==> src/hw/rtl/cpb_ram.sv <==
// generic single-write, single-read ram with registered read data
module cpb_ram #(
  parameter int unsigned WIDTH = 16,
  parameter int unsigned DEPTH = 256
) (
  input  logic                     clk,
  input  logic                     we,
  input  logic [$clog2(DEPTH)-1:0] waddr,
  input  logic [WIDTH-1:0]         wdata,
  input  logic                     re,
  input  logic [$clog2(DEPTH)-1:0] raddr,
  output logic [WIDTH-1:0]         rdata
);

  logic [WIDTH-1:0] mem [DEPTH];
  logic [WIDTH-1:0] rdata_r;

  always_ff @(posedge clk) begin
    if (we) begin
      mem[waddr] <= wdata;
    end
    if (re) begin
      rdata_r <= mem[raddr];
    end
  end

  assign rdata = rdata_r;

endmodule

==> config.mk <==
export PLATFORM = sky130hd
export DESIGN_NAME = cpb_ram
export DESIGN_NICKNAME = d
export VERILOG_FILES = /design/src/hw/rtl/cpb_ram.sv
export SDC_FILE = /design/constraint.sdc
export NUM_CORES = 2
export LEC_CHECK = 0
export BUFFER_PORTS_ARGS = -buffer_cell sky130_fd_sc_hd__clkbuf_2
export CELL_PAD_IN_SITES_DETAIL_PLACEMENT = 1
export CELL_PAD_IN_SITES_GLOBAL_PLACEMENT = 1
export CORE_MARGIN = 2
export CORE_UTILIZATION = 42
export CTS_CLUSTER_DIAMETER = 120
export CTS_CLUSTER_SIZE = 14
export DETAILED_ROUTE_END_ITERATION = 8
export PLACE_DENSITY = 0.67
export SLEW_MARGIN = 20
export SYNTH_ARGS = -nofsm -noshare
export SYNTH_HDL_FRONTEND = slang
export SYNTH_SLANG_ARGS = --single-unit
==> constraint.sdc <==
create_clock -name clk -period 2.4 [get_ports clk]
set_input_delay 0.24 -clock clk [delete_from_list [all_inputs] [get_ports clk]]
set_output_delay 0.24 -clock clk [all_outputs]
set_load 0.005 [all_outputs]
==> summary.md <==
| Metric | Value |
|---|---|
| Hold path cells | 4 |
| Die Y | 619.0 um |
| FF+latch count, synth | 4112 |
| Status | finished with violations |
| Gr ovfl total | 0 |
| Die Wd | 619.0 um |
| Switching Fraction | 0.2173 |
| Synthesized cell area | about 160000 sq um |
| Ranking of synthesized cells by instance count | edfxtp_1, mux4_2, mux2i_1 |
| Yosys cell types | 51 |
| Post-Route WL | approximately 460 mm |
| Syn Area/Cell | between 20 and 25 sq um |
| Period Utilization, post-route | 1.051 |
| Largest net degree at the start of global routing | around 110 |
| First-pass GRT wire length | 655.7 mm |
| CP Capture Type | flip-flop |
| Main synth FF type | edfxtp_1 |
| Count leader, synth | edfxtp_1 |
| DP Worst Slack | -1.702 ns |
| RSZ-0062 raised after global routing | true |
| DRC Markers | 0 |
| Total power | between 100 and 150 mW |
| Max frequency | ~0.40 GHz |
| Slew headroom | 0.3627 |
| Comb power frac | 0.065 |
| Max Cap Violations | 0 |
| Post-synth EDFFs | between 4000 and 5000 |
| Reg power frac | 0.576 |
| Leakage power | between 50 and 60 nW |
| Via density per instance | ~6.1 |
| Sequential share of the synthesized area | 0.7772 |
| Final setup viols | 13 |
| CP Class | in2reg |
| Synth top area share | 0.7772 |
| Setup Skew | around 0.046 ns |
| CTS Buffer Depth | 4 |
| CP startpoint kind | input pin |
| Number of fill cells in the layout | approximately 34000 |
| Synth Instances | 7360 |
| Clock slew at reported path FFs | approximately 0.060 ns |
| Async SR Flop Fraction | 0 |
| Power per cell area | approximately 740 nW/um^2 |
| Violated checks | negative setup slack |
| CTS tree | built |
| Hold Path Class | in2reg |
| Worst-Margin Slew | between 0.9 and 1 ns |
| Synth top area cells | edfxtp_1, mux4_2, mux2i_1 |
| Pint | 107.8 mW |
| Clock tree sinks | 4112 |
| Die area | around 380000 sq um |
| Period minus WS final | about 2.5 ns |
| Ys Warns | 0 |
| Crit path from | raddr[1] |
| Cell taking the most area after synthesis | edfxtp_1 |
| CP Max Fanout | 26 |
| Root Driver | clkbuf_16 |
| Max Slew Vio Count | 0 |
| Vias in the first global route | 86090 |
| Via count | just over 80000 |
| Net Sw Power | approximately 30 mW |
| Initial Utilization | 0.4224 |
| ANT nets after route | 0 |
| IO buf count | 50 |
| Worst Path Required | 3.17 ns |
| Initial antenna violation count | 27 |
| Worst vdd ir | between 0.5 and 0.6 mV |
| Worst Setup Slack, final | -0.1234 ns |
| Hold_sp | waddr[4] |
| Total GRT Usage | 0.2399 |
| Reg2Reg Launch Point | mem[59][15]$_DFFE_PP_ |
| CTS Buf Count | between 300 and 400 |
| Worst skew pair latency | between 0.9 and 1 ns |
| Htree depth | 5 |
| Layout area overhead | 17.04% |
| Drt first pass iters | 5 |
| Critical path data arrival time | ~3.3 ns |
| Clk pwr share | 0.359 |
| WL/cell | around 34 um |
| DP HPWL | around 300 mm |
| Routability congestion estimate from global placement | 0.8914 |
| Row cnt | 225 |
| Layout cells sized above 1 | 0.3196 |
| Core box area | 376100 sq um |
| Initial DRC Count | 10120 |
| Post-Syn Nets | 7395 |
| Final #Nets | around 8500 |
| Ports | 51 |
| Final hold viol count | 0 |
| Reg2Reg Depth | 6 |
[state kept, by name, summed over array words and instances (netlist names)]
| signal | count |
|---|---|
| rdata | 16 |
| mem | 4096 |
[power groups by stage]
| stage | registers (mW) | logic, mW | clock network (mW) |
|---|---|---|---|
| after floorplan | 80.8 | 3.92 | 0 |
| after global placement | 80.9 | 8.38 | 0 |
| after detailed placement | 80.9 | 8.63 | 0 |
| after CTS | 79.3 | 8.90 | 50.1 |
| after global routing | 79.3 | 9.36 | 52.3 |
| final | 79.3 | 9.00 | 49.4 |
[per-stage QoR]
step                std cells  area [sq um]  hold slack (ns)  utilization  TNS, ns
floorplan                7360        158900           0.3389            -   -1.351
global placement        13080        175800           0.6345       0.4675   -19.38
detailed placement      13080        175800           0.6431       0.4675   -19.76
CTS                     13470        185600          0.02712       0.4936  -0.6114
global route            13470        185900           0.1176       0.4944   -1.218
finish                  13470        185900          0.09156       0.4944  -0.8264
[layout by cell type (no fill, tap or decap), types with 9 or more instances in the layout]
cell	count
a211oi_1	18
a21oi_1	170
a221oi_1	13
a221oi_2	13
a22o_1	12
a22o_4	16
a22oi_1	27
a22oi_2	16
and3_1	10
buf_12	325
buf_4	795
buf_6	16
buf_8	17
clkbuf_16	339
clkbuf_2	29
diode_2	9
dlygate4sd3_1	17
edfxtp_1	4112
mux2_2	83
mux2i_1	565
mux4_2	797
nand2_1	23
nand2_2	15
nand3_1	24
nand3_2	11
nand4_1	26
nor2_1	199
nor2_2	104
nor2b_1	9
nor3_1	75
nor3_2	17
nor4_2	16
o21ai_0	34
o221ai_1	243
o221ai_2	10
o22ai_1	146
o31ai_1	9
[final timing paths]
check / end / slack (ns)
min reg2reg: rdata[9]$_DFFE_PP_ / 1.27
min: mem[183][7]$_DFFE_PP_ / 0.09
max: rdata[8]$_DFFE_PP_ / -0.12
max reg2reg: rdata[15]$_DFFE_PP_ / -0.11
[per-layer routing]
metal	vias to the layer above	GRT usage	wire [um]
met5	-	0	33
met4	6	0.09416	19840
met3	724	0.04053	36280
met2	3660	0.3905	225200
met1	44390	0.3235	181600
li1	33170	-	-
[worst max-delay path, cell delays in order]
cell,delay [ns]
buf_16,0.21
buf_4,0.18
nand2b_4,0.06
buf_12,0.16
buf_12,0.16
buf_4,0.18
buf_12,0.17
buf_12,0.17
o22ai_1,0.26
mux2i_1,0.13
a22oi_1,0.67
nand4_1,0.31
nor4_2,0.30
[layout make-up]
| cell class | instances | area [sq um] | area share |
|---|---|---|---|
| diodes | 9 | 22.52 | 0.0001211 |
| repair buffers | 1204 | 13350 | 0.07179 |
| inverters | 4 | 27.53 | 0.0001480 |
| clock buffers | 339 | 8483 | 0.04562 |
| well taps | 4994 | 6248 | 0.03360 |
| flip-flops and latches | 4112 | 123500 | 0.6641 |
| clock inverters | 19 | 279.0 | 0.001501 |
| multi-input cells | 2792 | 34060 | 0.1831 |
[cell families (layout without fill, tap and decap cells)]
| family | Yosys count | count (layout) | synth area share |
|---|---|---|---|
| compound gates | 786 | 786 | 0.03534 |
| buf+inv | 456 | 1566 | 0.01692 |
| flops | 4112 | 4112 | 0.7772 |
| mux | 1450 | 1450 | 0.1548 |
| other cells | 0 | 9 | 0 |
| simple gates | 556 | 556 | 0.01573 |
[timing repair]
action,4_1_cts,5_1_grt
pin swaps,31,31
setup buffers,11,1
hold buffers,17,0
endpoints found under the hold margin,1753,0
endpoints found under the setup margin,16,16
gates resized for setup,153,56
Power figures use the tool's default switching activity.
