<file path="src/hw/rtl/cpb_pkg.sv">
// shared constants and codes for the clipped palette pixel blitter
package cpb_pkg;

  localparam int unsigned COLOR_W = 16;
  localparam int unsigned ADDR_W  = 24;
  localparam int unsigned CFG_W   = 13;
  localparam int unsigned CIDX_W  = 3;
  localparam int unsigned PIDX_W  = 8;
  localparam int unsigned XY_W    = 12;
  localparam int unsigned DIM_W   = 13;
  localparam int unsigned MODE_W  = 3;

  localparam logic FUNC_LOAD  = 1'b0;
  localparam logic FUNC_PIXEL = 1'b1;

  localparam logic [MODE_W-1:0] MODE_RGB555     = 3'd0;
  localparam logic [MODE_W-1:0] MODE_DIRECT     = 3'd1;
  localparam logic [MODE_W-1:0] MODE_PALETTE    = 3'd2;
  localparam logic [MODE_W-1:0] MODE_PAL_BRIGHT = 3'd3;
  localparam logic [MODE_W-1:0] MODE_NONE       = 3'd4;

  localparam logic [CIDX_W-1:0] REG_DEST_X        = 3'd0;
  localparam logic [CIDX_W-1:0] REG_DEST_Y        = 3'd1;
  localparam logic [CIDX_W-1:0] REG_IMAGE_WIDTH   = 3'd2;
  localparam logic [CIDX_W-1:0] REG_IMAGE_HEIGHT  = 3'd3;
  localparam logic [CIDX_W-1:0] REG_PIXEL_MODE    = 3'd4;
  localparam logic [CIDX_W-1:0] REG_SCREEN_WIDTH  = 3'd5;
  localparam logic [CIDX_W-1:0] REG_SCREEN_HEIGHT = 3'd6;
  localparam logic [CIDX_W-1:0] REG_LINE_STRIDE   = 3'd7;

  localparam logic [DIM_W-1:0] RST_IMAGE_DIM     = 13'd1;
  localparam logic [DIM_W-1:0] RST_SCREEN_WIDTH  = 13'd640;
  localparam logic [DIM_W-1:0] RST_SCREEN_HEIGHT = 13'd480;
  localparam logic [DIM_W-1:0] RST_LINE_STRIDE   = 13'd640;

endpackage

</file>
<file path="src/hw/rtl/cpb_pos.sv">
// column and row counters with screen position and clip test
module cpb_pos #(
  parameter int unsigned MAX_DIM = 4096,
  parameter int unsigned POS_W   = 13
) (
  input  logic                       clk,
  input  logic                       rst_n,
  input  logic                       clr,
  input  logic                       adv,
  input  logic [cpb_pkg::XY_W-1:0]   dest_x,
  input  logic [cpb_pkg::XY_W-1:0]   dest_y,
  input  logic [cpb_pkg::DIM_W-1:0]  image_width,
  input  logic [cpb_pkg::DIM_W-1:0]  image_height,
  input  logic [cpb_pkg::DIM_W-1:0]  screen_width,
  input  logic [cpb_pkg::DIM_W-1:0]  screen_height,
  output logic [POS_W-1:0]           sx,
  output logic [POS_W-1:0]           sy,
  output logic                       on_screen
);

  localparam int unsigned CNT_W = $clog2(MAX_DIM);
  localparam int unsigned LIM_W = (CNT_W + 1 > cpb_pkg::DIM_W) ? CNT_W + 1 : cpb_pkg::DIM_W;

  logic [CNT_W-1:0] col_r, col_nxt;
  logic [CNT_W-1:0] row_r, row_nxt;
  logic [LIM_W-1:0] eff_w, eff_h;
  logic [LIM_W-1:0] w_ext, h_ext;
  logic [LIM_W-1:0] col_inc, row_inc;

  assign w_ext = LIM_W'(image_width);
  assign h_ext = LIM_W'(image_height);

  always_comb begin
    if (image_width == '0) begin
      eff_w = LIM_W'(1);
    end else if (w_ext > LIM_W'(MAX_DIM)) begin
      eff_w = LIM_W'(MAX_DIM);
    end else begin
      eff_w = w_ext;
    end
    if (image_height == '0) begin
      eff_h = LIM_W'(1);
    end else if (h_ext > LIM_W'(MAX_DIM)) begin
      eff_h = LIM_W'(MAX_DIM);
    end else begin
      eff_h = h_ext;
    end
  end

  assign col_inc = LIM_W'(col_r) + LIM_W'(1);
  assign row_inc = LIM_W'(row_r) + LIM_W'(1);

  always_comb begin
    col_nxt = col_r;
    row_nxt = row_r;
    if (clr) begin
      col_nxt = '0;
      row_nxt = '0;
    end else if (adv) begin
      if (col_inc >= eff_w) begin
        col_nxt = '0;
        if (row_inc >= eff_h) begin
          row_nxt = '0;
        end else begin
          row_nxt = CNT_W'(row_inc);
        end
      end else begin
        col_nxt = CNT_W'(col_inc);
      end
    end
  end

  always_ff @(posedge clk) begin
    if (!rst_n) begin
      col_r <= '0;
      row_r <= '0;
    end else begin
      col_r <= col_nxt;
      row_r <= row_nxt;
    end
  end

  assign sx = POS_W'(dest_x) + POS_W'(col_r);
  assign sy = POS_W'(dest_y) + POS_W'(row_r);
  assign on_screen = (sx < POS_W'(screen_width)) && (sy < POS_W'(screen_height));

endmodule

</file>
<file path="config.mk">
export PLATFORM = sky130hd
export DESIGN_NAME = cpb_pos
export DESIGN_NICKNAME = d
export VERILOG_FILES = /design/src/hw/rtl/cpb_pkg.sv /design/src/hw/rtl/cpb_pos.sv
export SDC_FILE = /design/constraint.sdc
export NUM_CORES = 1
export LEC_CHECK = 0
export BUFFER_PORTS_ARGS = -buffer_cell sky130_fd_sc_hd__buf_2
export CAP_MARGIN = 30
export CORE_ASPECT_RATIO = 0.5
export CORE_MARGIN = 2
export CORE_UTILIZATION = 49
export DETAILED_ROUTE_END_ITERATION = 10
export GPL_TIMING_DRIVEN = 0
export PLACE_DENSITY = 0.83
export SYNTH_ARGS = -nofsm -noshare
export SYNTH_HDL_FRONTEND = slang
export SYNTH_SLANG_ARGS = --single-unit
</file>
<file path="constraint.sdc">
create_clock -name clk -period 3.1 [get_ports clk]
set_input_delay 0.155 -clock clk [delete_from_list [all_inputs] [get_ports clk]]
set_output_delay 0.155 -clock clk [all_outputs]
set_load 0.01 [all_outputs]
</file>
==> impl_metrics.py <==
metrics = {
    "detailed_routing": {
        "wl_per_cell_um": 12.8,
        "top_layer_used": "met4",
        "wl_met3_um": 271,
        "postRouteAntennaNets": 0,
        "drt_iter0_drc": 180,
        "wl_met1_um": 4340,
        "via_count": 3731,
        "viasPerCell": 5.42,
        "drc_errors": 0,
        "drt-total-wl_um": 8840,
        "met2WireLength_um": 4150,
        "dr.pass1.iters": 4,
    },
    "power_and_ir_drop": {
        "power_mw": 0.945,
        "p_leak_nw": 2.46,
        "ir_worst_vdd_v": 0.000167,
        "p_per_area_nw_per_um2": 200,
    },
    "clock_tree": {
        "ctsHoldBuffers": 0,
        "cts_tree": "yes",
        "cts.sinks": 24,
        "cts_root_buf": "clkbuf_16",
        "clk_pin_slew_worst_paths_ns": 0.06,
        "cts_inserted_buffers": 3,
        "clock_path_buffers": 2,
        "clk_latency_ns": 0.26,
        "htreeDepth": 1,
    },
    "synthesis": {
        "synthArstFlopShare": 0,
        "synth_area_leader_cell": "ha_1",
        "ys_warn_count": 0,
        "synth_top_area_share": 0.254,
        "syn_inst": 471,
        "netlist-cell-type-count": 62,
        "synth_fp_nets": 629,
        "avgSynthCellArea_um2": 7.94,
        "syn-cell-area_um2": 3740,
        "ys_ff_latch": 24,
        "synth_seq_area_share": 0.128,
        "synthTopCellsByArea": "ha_1 (25%), dfxtp_1 (13%), xnor2_1 (6.1%)",
        "synth_edf_count": 0,
        "ys.flop_type": "dfxtp_1",
    },
    "sta": {
        "period_minus_slack_ns": 3.47,
        "setup_ws_ns": -0.368,
        "skew_ns": 0.00248,
        "setup_viol": 2,
        "grt_setup_unrepaired": "yes",
        "finalHoldViolCount": 0,
        "max_freq_mhz": 288,
        "period_share": 1.12,
        "tightest_slew_ns": 0.593,
        "whs_ns": 0.242,
        "maxSlewViolCount": 0,
        "max_slew_margin": 0.604,
    },
    "setup_path": {
        "critPathRequiredTime_ns": 2.94,
        "r2r_end": "row_r[8]$_SDFFE_PP0P_",
        "slowest_delay_ns": 0.35,
        "arrival_ns": 3.31,
        "r2r_start": "col_r[0]$_SDFFE_PP0P_",
        "reg2reg_depth": 14,
        "end_kind": "output port",
        "crit_type": "reg -> out",
        "critPathSlowestCell": "dfxtp_4",
        "rrSetupSlack_ns": -0.01,
        "critPathMaxFanout": 3,
        "start_kind": "register",
        "crit_path_cell_trace": "ha_4, fa_2, a21o_1, a211oi_2, o21ai_2, a31o_2, a21oi_2, xnor2_2, ha_1, a21oi_2, nor2b_1, o21ai_2, o2111ai_2, nor3_2, buf_2",
    },
    "min_path": {
        "min_from": "adv",
        "hp-class": "in -> reg",
        "min_path_cells": 3,
        "min_to": "col_r[5]$_SDFFE_PP0P_",
    },
    "global_route": {
        "grt_pass1_wl_um": 14700,
        "grt_start_max_net_pins": 14,
        "antenna_found_initial": 0,
        "grt_pass1_vias": 3374,
        "grt_overflow": 0,
        "track_usage": 0.209,
    },
    "die": {
        "core.rowCount": 22,
        "coreArea_um2": 7350,
        "ios": 107,
        "start_util": 0.509,
        "die_h_um": 65.8,
        "die_w_um": 128,
        "dieArea_um2": 8390,
    },
    "placed_design": {
        "portBuffers": 105,
        "gp_congestion": 0.842,
        "placedCellCount": 672,
        "placed_cell_area_um2": 4410,
        "hpwl_um": 7130,
    },
    "outcome": {
        "outcome": "finished, violations left",
        "failed_checks": "negative setup slack",
    },
    "cells_and_area": {
        "syn2layout_area_growth_pct": 26.3,
        "finalNetCount": 751,
        "final_cells": 688,
        "drive_gt1_frac": 0.301,
        "finalInstanceArea_um2": 4720,
        "diodes": 0,
    },
    "flow_run": {
        "timing.max_cap.violations": 0,
    },
}
-- synthesized netlist by cell type (2+ instances only) --
| cell type | count |
|---|---|
| ha_1 | 76 |
| nand2_1 | 45 |
| inv_1 | 36 |
| nor2_1 | 29 |
| a21oi_1 | 26 |
| xnor2_1 | 26 |
| dfxtp_1 | 24 |
| a21o_1 | 23 |
| o21ai_0 | 15 |
| nand3_1 | 13 |
| nor2b_1 | 13 |
| nor3_1 | 10 |
| a211oi_1 | 9 |
| nand2b_1 | 9 |
| xor2_1 | 9 |
| a31oi_1 | 8 |
| nand4_1 | 8 |
| a32o_1 | 7 |
| nor4_1 | 7 |
| and3_1 | 6 |
| o21ai_1 | 6 |
| a32oi_1 | 5 |
| and2_1 | 4 |
| o21bai_1 | 4 |
| a21oi_2 | 3 |
| buf_4 | 3 |
| o31ai_2 | 3 |
| a211o_1 | 2 |
| a211oi_2 | 2 |
| buf_1 | 2 |
| clkbuf_1 | 2 |
| fa_1 | 2 |
| o211ai_1 | 2 |
| o22ai_1 | 2 |
| o31ai_1 | 2 |
| or3_1 | 2 |
-- cell usage in the layout (no fill, tap or decap), types with 3 or more instances in the layout --
| master | count |
|---|---|
| buf_2 | 106 |
| ha_1 | 74 |
| nand2_1 | 45 |
| inv_1 | 36 |
| xnor2_1 | 25 |
| nor2_1 | 25 |
| a21o_1 | 23 |
| a21oi_1 | 23 |
| dfxtp_1 | 20 |
| buf_4 | 15 |
| nand3_1 | 13 |
| nor2b_1 | 12 |
| o21ai_0 | 11 |
| xor2_1 | 9 |
| nand2b_1 | 9 |
| nor3_1 | 8 |
| nand4_1 | 8 |
| o21ai_1 | 7 |
| a211oi_1 | 7 |
| a32o_1 | 7 |
| nor4_1 | 6 |
| a31oi_1 | 6 |
| a21oi_2 | 6 |
| and3_1 | 6 |
| nor2_2 | 5 |
| a32oi_1 | 5 |
| a211oi_2 | 4 |
| o21bai_1 | 4 |
| and2_1 | 4 |
| o21ai_2 | 3 |
| o31ai_2 | 3 |
| clkbuf_16 | 3 |
-- kinds of logic (layout without fill, tap and decap cells) --
| kind of cell | after synthesis | in the layout | synth area share |
|---|---|---|---|
| simple gates | 158 | 158 | 0.218 |
| compound gates | 130 | 130 | 0.253 |
| fa+ha+maj | 78 | 78 | 0.265 |
| buf+inv | 45 | 166 | 0.0505 |
| xor+xnor | 35 | 35 | 0.0820 |
| flops | 24 | 24 | 0.128 |
| mux | 1 | 1 | 0.00301 |
-- sequential cells by signal, summed over array words and instances (netlist names) --
| signal | flops |
|---|---|
| col_r | 12 |
| row_r | 12 |
-- worst max-delay path, delay by kind of cell (launching register included) --
kind	cells	cell delay [ns]
AOI/OAI and AO/OA	8	1.44
adders and majority gates	3	0.78
DFF	1	0.35
and+or+nand+nor	2	0.19
buffers and inverters	1	0.15
xor gates and xnor gates	1	0.14
-- where the power goes --
| part | leakage [nW] | total, mW | internal (mW) | switching (mW) |
|---|---|---|---|---|
| Combinational | 2.22 | 0.321 | 0.151 | 0.170 |
| Sequential | 0.196 | 0.310 | 0.309 | 0.00183 |
| Clock | 0.0442 | 0.314 | 0.198 | 0.116 |
-- layer usage --
metal  GRT usage  vias up
met5           0        -
met1       0.284     1707
met4      0.0302        0
li1            -     1969
met2       0.364       47
met3      0.0259        8
-- metrics by stage --
stage | TNS, ns | util | worst slack, ns
floorplan | 0 | - | 0.0198
global placement | -0.467 | 0.600 | -0.453
detailed placement | -0.539 | 0.600 | -0.435
CTS | -0.376 | 0.626 | -0.376
global route | -3.82 | 0.642 | -0.588
finish | -0.376 | 0.642 | -0.368
-- area by class of cell --
type,instances,area [um2]
sequential,24,490
buffer,9,53.8
multi-input combinational,402,3220
fill,644,2630
tap,96,120
timing repair buffer,117,616
clock buffer,4,88.8
inverter,36,135
-- worst max path at each step --
stage	startpoint	to	slack (ns)	depth (start not counted)
detailed placement	col_r[0]$_SDFFE_PP0P_	on_screen	-0.44	15
CTS	col_r[0]$_SDFFE_PP0P_	on_screen	-0.38	15
floorplan	col_r[0]$_SDFFE_PP0P_	on_screen	0.02	14
finish	col_r[0]$_SDFFE_PP0P_	on_screen	-0.37	15
global placement	col_r[0]$_SDFFE_PP0P_	on_screen	-0.45	15
global route	row_r[10]$_SDFFE_PP0P_	on_screen	-0.59	12
-- timing repair --
| item | 4_1_cts | 5_1_grt |
|---|---|---|
| gates resized for setup | 16 | 20 |
| setup buffers | 6 | 6 |
| setup endpoints to repair | 12 | 25 |
| pin swaps | 11 | 12 |
(Power assumes the default switching activity.)
